==> src/hw/rtl/mhft_pkg.sv <==
// shared constants of the manchester hdlc frame transmitter
`default_nettype none

package mhft_pkg;

  // cell kind codes carried on out_tuser[2:0]
  localparam logic [2:0] KIND_SYNC    = 3'd0;
  localparam logic [2:0] KIND_FLAG    = 3'd1;
  localparam logic [2:0] KIND_PAYLOAD = 3'd2;
  localparam logic [2:0] KIND_STUFF   = 3'd3;
  localparam logic [2:0] KIND_CRC     = 3'd4;

  // framing and crc constants
  localparam logic [7:0]  FLAG_BYTE  = 8'h7E;
  localparam logic [15:0] CRC_POLY   = 16'h1021;
  localparam logic [15:0] CRC_RESET  = 16'hFFFF;
  localparam logic [2:0]  RUN_LIMIT  = 3'd5;
  localparam int          SYNC_CELLS = 16;

endpackage

`default_nettype wire

==> src/hw/rtl/manchester_hdlc_frame_transmitter.sv <==
// Manchester HDLC frame transmitter: takes payload bytes and emits one bit cell per output beat.
// Each input beat is one payload byte (in_tdata), with in_tlast marking the final byte of a
// frame. The block then sends one Manchester bit cell per output beat, at most one per clock:
// a middle byte gives 8 to 10 cells (payload bits plus stuffed zeros), the first byte of a
// frame adds 16 sync cells and the opening flag (24 cells), and the last byte adds the stuffed
// CRC-16 (16 to 20 cells) and the closing flag (8 cells), so one beat gives 8 to 60 cells. A new
// byte is not taken while one is in work: in_tready is low from the accepting edge until its
// last cell has been loaded into the output register. A single cell serialiser emits the cells
// and also steps the CRC one bit per payload cell.
// The CRC starting value is taken from the configuration register at each frame start.
`default_nettype none

module manchester_hdlc_frame_transmitter (
  input  wire logic        clk,
  input  wire logic        rst_n,
  // input byte stream
  input  wire logic        in_tvalid,
  output logic             in_tready,
  input  wire logic [7:0]  in_tdata,   // [7:0] data_byte
  input  wire logic        in_tlast,   // frame_end
  // bit cell stream
  output logic             out_tvalid,
  input  wire logic        out_tready,
  output logic [7:0]       out_tdata,  // [0] first_level, [1] second_level, [7:2] zero
  output logic [3:0]       out_tuser,  // [2:0] cell_kind, [3] frame_done
  output logic             out_tlast,  // run_last
  // crc initial value register
  input  wire logic        cfg_valid,
  output logic             cfg_ready,
  input  wire logic [15:0] cfg_data    // crc_initial_value
);
  import mhft_pkg::*;

  typedef enum logic [2:0] {
    S_IDLE, S_SYNC, S_OFLAG, S_PAY, S_CRCH, S_CRCL, S_CFLAG
  } state_t;

  state_t      state_r, state_nxt;
  logic [15:0] crc_init_r;
  logic [15:0] crc_r, crc_nxt;
  logic [7:0]  byte_r, byte_nxt;
  logic        last_r, last_nxt;
  logic [7:0]  sh_r, sh_nxt;
  logic [3:0]  cnt_r, cnt_nxt;
  logic [2:0]  ones_r, ones_nxt;
  logic        stuff_r, stuff_nxt;
  logic        in_frame_r, in_frame_nxt;

  logic        out_valid_r, out_valid_nxt;
  logic        out_bit_r, out_bit_nxt;
  logic [2:0]  out_kind_r, out_kind_nxt;
  logic        out_last_r, out_last_nxt;
  logic        out_done_r, out_done_nxt;

  logic        step;
  logic        cell_bit;
  logic [2:0]  ones_inc;
  logic        crc_fb;
  logic        fin;

  // nothing is taken while reset is held
  assign cfg_ready = rst_n;
  assign in_tready = rst_n && (state_r == S_IDLE);
  assign step      = (state_r != S_IDLE) && (!out_valid_r || out_tready);

  // ports from the output register
  assign out_tvalid = out_valid_r;
  assign out_tdata  = {6'd0, out_bit_r, ~out_bit_r};
  assign out_tuser  = {out_done_r, out_kind_r};
  assign out_tlast  = out_last_r;

  // cell sequencer with the serial crc step
  always_comb begin
    state_nxt     = state_r;
    crc_nxt       = crc_r;
    byte_nxt      = byte_r;
    last_nxt      = last_r;
    sh_nxt        = sh_r;
    cnt_nxt       = cnt_r;
    ones_nxt      = ones_r;
    stuff_nxt     = stuff_r;
    in_frame_nxt  = in_frame_r;
    out_valid_nxt = out_valid_r && !out_tready;
    out_bit_nxt   = out_bit_r;
    out_kind_nxt  = out_kind_r;
    out_last_nxt  = out_last_r;
    out_done_nxt  = out_done_r;
    cell_bit      = sh_r[7];
    ones_inc      = ones_r + 3'd1;
    crc_fb        = crc_r[15] ^ sh_r[7];
    fin           = 1'b0;

    if (state_r == S_IDLE) begin
      if (in_tvalid) begin
        byte_nxt  = in_tdata;
        last_nxt  = in_tlast;
        sh_nxt    = in_tdata;
        cnt_nxt   = 4'd0;
        state_nxt = in_frame_r ? S_PAY : S_SYNC;
      end
    end else if (step) begin
      out_valid_nxt = 1'b1;
      out_last_nxt  = 1'b0;
      out_done_nxt  = 1'b0;
      unique case (state_r)
        S_SYNC: begin
          cell_bit     = cnt_r[0];
          out_kind_nxt = KIND_SYNC;
          cnt_nxt      = cnt_r + 4'd1;
          if (cnt_r == 4'(SYNC_CELLS - 1)) begin
            state_nxt = S_OFLAG;
            sh_nxt    = FLAG_BYTE;
            cnt_nxt   = 4'd0;
          end
        end
        S_OFLAG, S_CFLAG: begin
          out_kind_nxt = KIND_FLAG;
          sh_nxt       = {sh_r[6:0], 1'b0};
          cnt_nxt      = cnt_r + 4'd1;
          if (cnt_r == 4'd7) begin
            cnt_nxt = 4'd0;
            if (state_r == S_OFLAG) begin
              state_nxt    = S_PAY;
              sh_nxt       = byte_r;
              ones_nxt     = 3'd0;
              crc_nxt      = crc_init_r;
              in_frame_nxt = 1'b1;
            end else begin
              state_nxt    = S_IDLE;
              out_last_nxt = 1'b1;
              out_done_nxt = 1'b1;
              in_frame_nxt = 1'b0;
            end
          end
        end
        S_PAY, S_CRCH, S_CRCL: begin
          if (stuff_r) begin
            // inserted zero after five ones
            cell_bit     = 1'b0;
            out_kind_nxt = KIND_STUFF;
            stuff_nxt    = 1'b0;
            fin          = (cnt_r == 4'd8);
          end else begin
            out_kind_nxt = (state_r == S_PAY) ? KIND_PAYLOAD : KIND_CRC;
            sh_nxt       = {sh_r[6:0], 1'b0};
            cnt_nxt      = cnt_r + 4'd1;
            if (sh_r[7]) begin
              if (ones_inc >= RUN_LIMIT) begin
                stuff_nxt = 1'b1;
                ones_nxt  = 3'd0;
              end else begin
                ones_nxt  = ones_inc;
              end
            end else begin
              ones_nxt = 3'd0;
            end
            if (state_r == S_PAY) begin
              crc_nxt = {crc_r[14:0], 1'b0} ^ (crc_fb ? CRC_POLY : 16'd0);
            end
            fin = (cnt_r == 4'd7) && !stuff_nxt;
          end
          // byte finished: move to the next part of the frame
          if (fin) begin
            cnt_nxt = 4'd0;
            case (state_r)
              S_PAY: begin
                if (last_r) begin
                  state_nxt = S_CRCH;
                  sh_nxt    = crc_nxt[15:8];
                end else begin
                  state_nxt    = S_IDLE;
                  out_last_nxt = 1'b1;
                end
              end
              S_CRCH: begin
                state_nxt = S_CRCL;
                sh_nxt    = crc_r[7:0];
              end
              default: begin
                state_nxt = S_CFLAG;
                sh_nxt    = FLAG_BYTE;
                ones_nxt  = 3'd0;
              end
            endcase
          end
        end
        default: begin
          state_nxt = S_IDLE;
        end
      endcase
      out_bit_nxt = cell_bit;
    end
  end

  // state, configuration and output register
  always_ff @(posedge clk) begin
    if (!rst_n) begin
      state_r     <= S_IDLE;
      crc_init_r  <= CRC_RESET;
      crc_r       <= CRC_RESET;
      sh_r        <= 8'd0;
      cnt_r       <= 4'd0;
      ones_r      <= 3'd0;
      stuff_r     <= 1'b0;
      in_frame_r  <= 1'b0;
      out_valid_r <= 1'b0;
    end else begin
      state_r     <= state_nxt;
      crc_r       <= crc_nxt;
      sh_r        <= sh_nxt;
      cnt_r       <= cnt_nxt;
      ones_r      <= ones_nxt;
      stuff_r     <= stuff_nxt;
      in_frame_r  <= in_frame_nxt;
      out_valid_r <= out_valid_nxt;
      if (cfg_valid) begin
        crc_init_r <= cfg_data;
      end
    end
    byte_r     <= byte_nxt;
    last_r     <= last_nxt;
    out_bit_r  <= out_bit_nxt;
    out_kind_r <= out_kind_nxt;
    out_last_r <= out_last_nxt;
    out_done_r <= out_done_nxt;
  end

endmodule

`default_nettype wire

==> config.mk <==
export PLATFORM = sky130hd
export DESIGN_NAME = manchester_hdlc_frame_transmitter
export DESIGN_NICKNAME = d
export VERILOG_FILES = /design/src/hw/rtl/mhft_pkg.sv /design/src/hw/rtl/manchester_hdlc_frame_transmitter.sv
export SDC_FILE = /design/constraint.sdc
export NUM_CORES = 1
export LEC_CHECK = 0
export BUFFER_PORTS_ARGS = -buffer_cell sky130_fd_sc_hd__buf_2
export CAP_MARGIN = 20
export CORE_MARGIN = 4
export CORE_UTILIZATION = 60
export DETAILED_ROUTE_END_ITERATION = 12
export PLACE_DENSITY = 0.89
export SLEW_MARGIN = 15
export SYNTH_ARGS = -nofsm -noshare
export SYNTH_HDL_FRONTEND = slang
export SYNTH_SLANG_ARGS = --single-unit
==> constraint.sdc <==
create_clock -name clk -period 5.9 [get_ports clk]
set_input_delay 1.475 -clock clk [delete_from_list [all_inputs] [get_ports clk]]
set_output_delay 1.475 -clock clk [all_outputs]
set_load 0.05 [all_outputs]
==> key figures <==
Final layout
  • Post-Layout Cell Count: 526
  • Nets: 479
  • # diodes: 0
  • Area Overhead vs Synth: 7.576%
  • Share of layout cells above drive strength 1: 0.1670
  • Design Area, Final: 4193 um2

Die
  • Initial core utilization: 0.6173
  • # rows: 29
  • Die Width: 88.60 um
  • Die H: 88.60 um
  • I/O pins: 46
  • Core ar.: 6314 um2
  • Die ar.: 7849 um2

STA
  • Minimum clock period after layout: 4007 ps
  • RSZ-0062 raised after global routing: no
  • Setup_tns: 0 ps
  • Worst-margin pin slew: 1137 ps
  • Highest achievable clock rate: 249.6 MHz
  • Slew margin rel.: 0.2410
  • Skew final: 9.290 ps
  • Max Transition Viols Final: 0
  • # setup viols final: 0
  • Fin crit share: 0.6791
  • Fin. Hold Viols: 0
  • Hold slack: 486.3 ps

Worst setup path
  • Max FO, Critical Path: 43
  • Most common cell on crit path: buf_2
  • Crit path buffers/inverters: 2
  • Crit path required time: 4430 ps
  • CP startpoint kind: input pin
  • Crit-path slowest cell: buf_2
  • CP Data Arrival Time: 2530 ps
  • Slowest Stage Delay on Critical Path: 580 ps
  • Crit Path Class: input pin to primary output
  • Critical path, cell by cell: buf_2, and2_1, buf_2
  • Crit path max-delay family: buffers and inverters
  • Critical Path Sink Type: primary output

Synth
  • Synth Area per Inst: 9.085 um2
  • Synth Instances: 429
  • Post-synthesis cell area: 3897 um2
  • Synth Warn #: 0
  • Async SR Flop Fraction: 0
  • Most used DFF post-synth: dfxtp_1
  • EDFF count, synth: 15
  • Unique masters post-synth: 72
  • Yosys reg bits: 68
  • Register area share after synthesis: 0.3878

CTS
  • Clock buffer depth: 2
  • Later-pin clock latency in the skew report: 360 ps
  • H-tree depth: 3
  • CTS tree: yes
  • Root buf cell: clkbuf_8
  • Clk pin slew, worst setup/hold paths: 70 ps
  • CTS Hold Buffers Added: 0
  • Clock sink count: 68
  • Post-CTS Repair Setup Buffers: 0
  • Inserted Clock Buffers: 9
  • Post-CTS sizing: 0

Run status
  • Outcome: finished clean

Routing
  • WL/cell: 17.44 um
  • Initial DRC count: 359
  • Via Count: 3,443
  • First-pass iteration count of the detailed router: 5
  • DRT antenna net count: 0
  • Vias per Instance: 6.546
  • DR DRC count: 0
  • Final WL: 9174 um

GRT
  • Total Routing Usage GR: 0.2539
  • Antenna violations before repair: 0
  • Vias in the first global route: 3,247
  • First-pass GRT wire length: 15,530 um
  • Pin count of the biggest net entering global routing: 44
  • GRT overflow: 0

Placed design
  • DP Wirelength: 6336 um
  • Final GP Congestion: 0.8668
  • Placed cell area: 4009 um2
  • Buffers on Ports: 39
  • Post-Place Cells: 511

Power and ir drop
  • Pwr/cell area: 368.2 nW/um2
  • Power Total: 0.001544 W
  • Reg power frac: 0.418
  • Clock share of power: 0.238
  • Leak pwr: 1.661 nW
  • Switching Share: 0.3996
  • Worst VDD drop: 0.2940 mV
  • Net Sw Power: 0.0006168 W
  • Combinational share of power: 0.345
  • Int Power: 0.0009269 W

Flow run
  • Max_cap viols: 0

Hold path
  • Hold Path Class: flop to flop
[cell usage after synthesis, drive strengths merged (3+ instances only)]
cell     count  area share
edfxtp      15        0.12
nand2       44       0.043
nand3        8       0.010
mux2         5       0.014
dfxtp       53        0.27
nand4        4      0.0064
o22ai       13       0.021
o2bb2ai      6       0.013
inv         10      0.0096
nor3b        4      0.0090
mux2i       28       0.072
a21o         3      0.0058
clkbuf      13       0.013
buf         27       0.040
a221o        8       0.021
and2         4      0.0064
a22oi        4      0.0077
nor2        33       0.032
nor3        11       0.017
o221ai       8       0.018
a22o         6       0.013
nand2b       8       0.015
a211o        3      0.0067
nand3b       6       0.015
nor2b        4      0.0064
o21ai       26       0.035
a31oi        7       0.011
ha           4       0.013
and3         3      0.0048
a21oi       24       0.033
[final cells by class]
type / count / area [um2]
clock inverters: 4 / 21.27
fillers: 510 / 2121
well taps: 77 / 96.34
flip-flops and latches: 68 / 1511
repair buffers: 40 / 202.7
inverters: 11 / 41.29
clock buffers: 11 / 162.7
multi-input cells: 315 / 2157
[per-layer routing]
metal	vias to the layer above	track usage	share of wire
met2	176	0.3997	0.48
met3	31	0.05773	0.075
met1	1616	0.3283	0.41
met5	-	0	0
met4	0	0.1277	0.035
li1	1620	-	-
[layout by cell type, fill, tap and decap left out, types with 4 or more instances in the layout]
cell type / instances
nor2_1: 32
o221ai_1: 8
a221o_1: 8
o21ai_0: 14
clkbuf_8: 10
a22oi_1: 4
and2_1: 4
nand4_1: 4
nor2b_1: 4
a21oi_1: 22
buf_2: 39
a22o_1: 6
o21ai_1: 10
nand3b_1: 5
conb_1: 6
ha_1: 4
dfxtp_1: 53
nand2_1: 43
a31oi_1: 7
mux2i_1: 28
mux2_2: 5
nor3_1: 10
o22ai_1: 13
inv_1: 10
nand3_1: 8
edfxtp_1: 15
nand2b_1: 7
o2bb2ai_1: 6
[kinds of logic (layout without fill, tap and decap cells)]
logic type / Yosys count / in the layout / share of synthesized area
compound gates: 126 / 126 / 0.2414
fa+ha+maj: 4 / 4 / 0.01284
other cells: 1 / 6 / 0.0009622
simple gates: 142 / 142 / 0.1942
xor+xnor: 4 / 4 / 0.01284
mux: 33 / 33 / 0.08636
buf+inv: 51 / 66 / 0.06356
flops: 68 / 68 / 0.3878
[worst reg2reg max path, stage by stage (launching register included)]
cell      delay (ps)
dfxtp_1          920
nand2b_1         510
a21oi_2          680
o21ai_2          220
a221o_1          390
[flip-flops by register name, summed over array words and instances, names as in the netlist, 3 cells and up]
| register | cells |
|---|---|
| state_r | 3 |
| crc_r | 16 |
| ones_r | 3 |
| out_kind_r | 3 |
| byte_r | 8 |
| cnt_r | 4 |
| sh_r | 8 |
| crc_init_r | 16 |
[power groups by stage]
stage / clock (W) / combinational, W / sequential [W]
finish: 0.000367 / 0.000532 / 0.000645
global route: 0.000391 / 0.000580 / 0.000656
CTS: 0.000373 / 0.000529 / 0.000643
detailed placement: 0 / 0.000523 / 0.000653
global placement: 0 / 0.000507 / 0.000648
floorplan: 0 / 0.000411 / 0.000658
[through the flow]
stage / util / worst slack [ps]
2_1_floorplan: - / 2240
3_3_place_gp: 0.6350 / 1888
3_5_place_dp: 0.6350 / 1877
4_1_cts: 0.6641 / 1879
5_1_grt: 0.6641 / 1790
6_report: 0.6641 / 1893
[worst paths after layout]
path | startpoint | endpoint | slack, ps | depth (start not counted)
min reg2reg | crc_init_r[15] | crc_init_r[15] | 490 | 2
min | crc_init_r[15] | crc_init_r[15] | 490 | 2
max | rst_n | in_tready | 1890 | 3
max reg2reg | state_r[2] | crc_r[4] | 3070 | 4
Power figures use the tool's default switching activity.
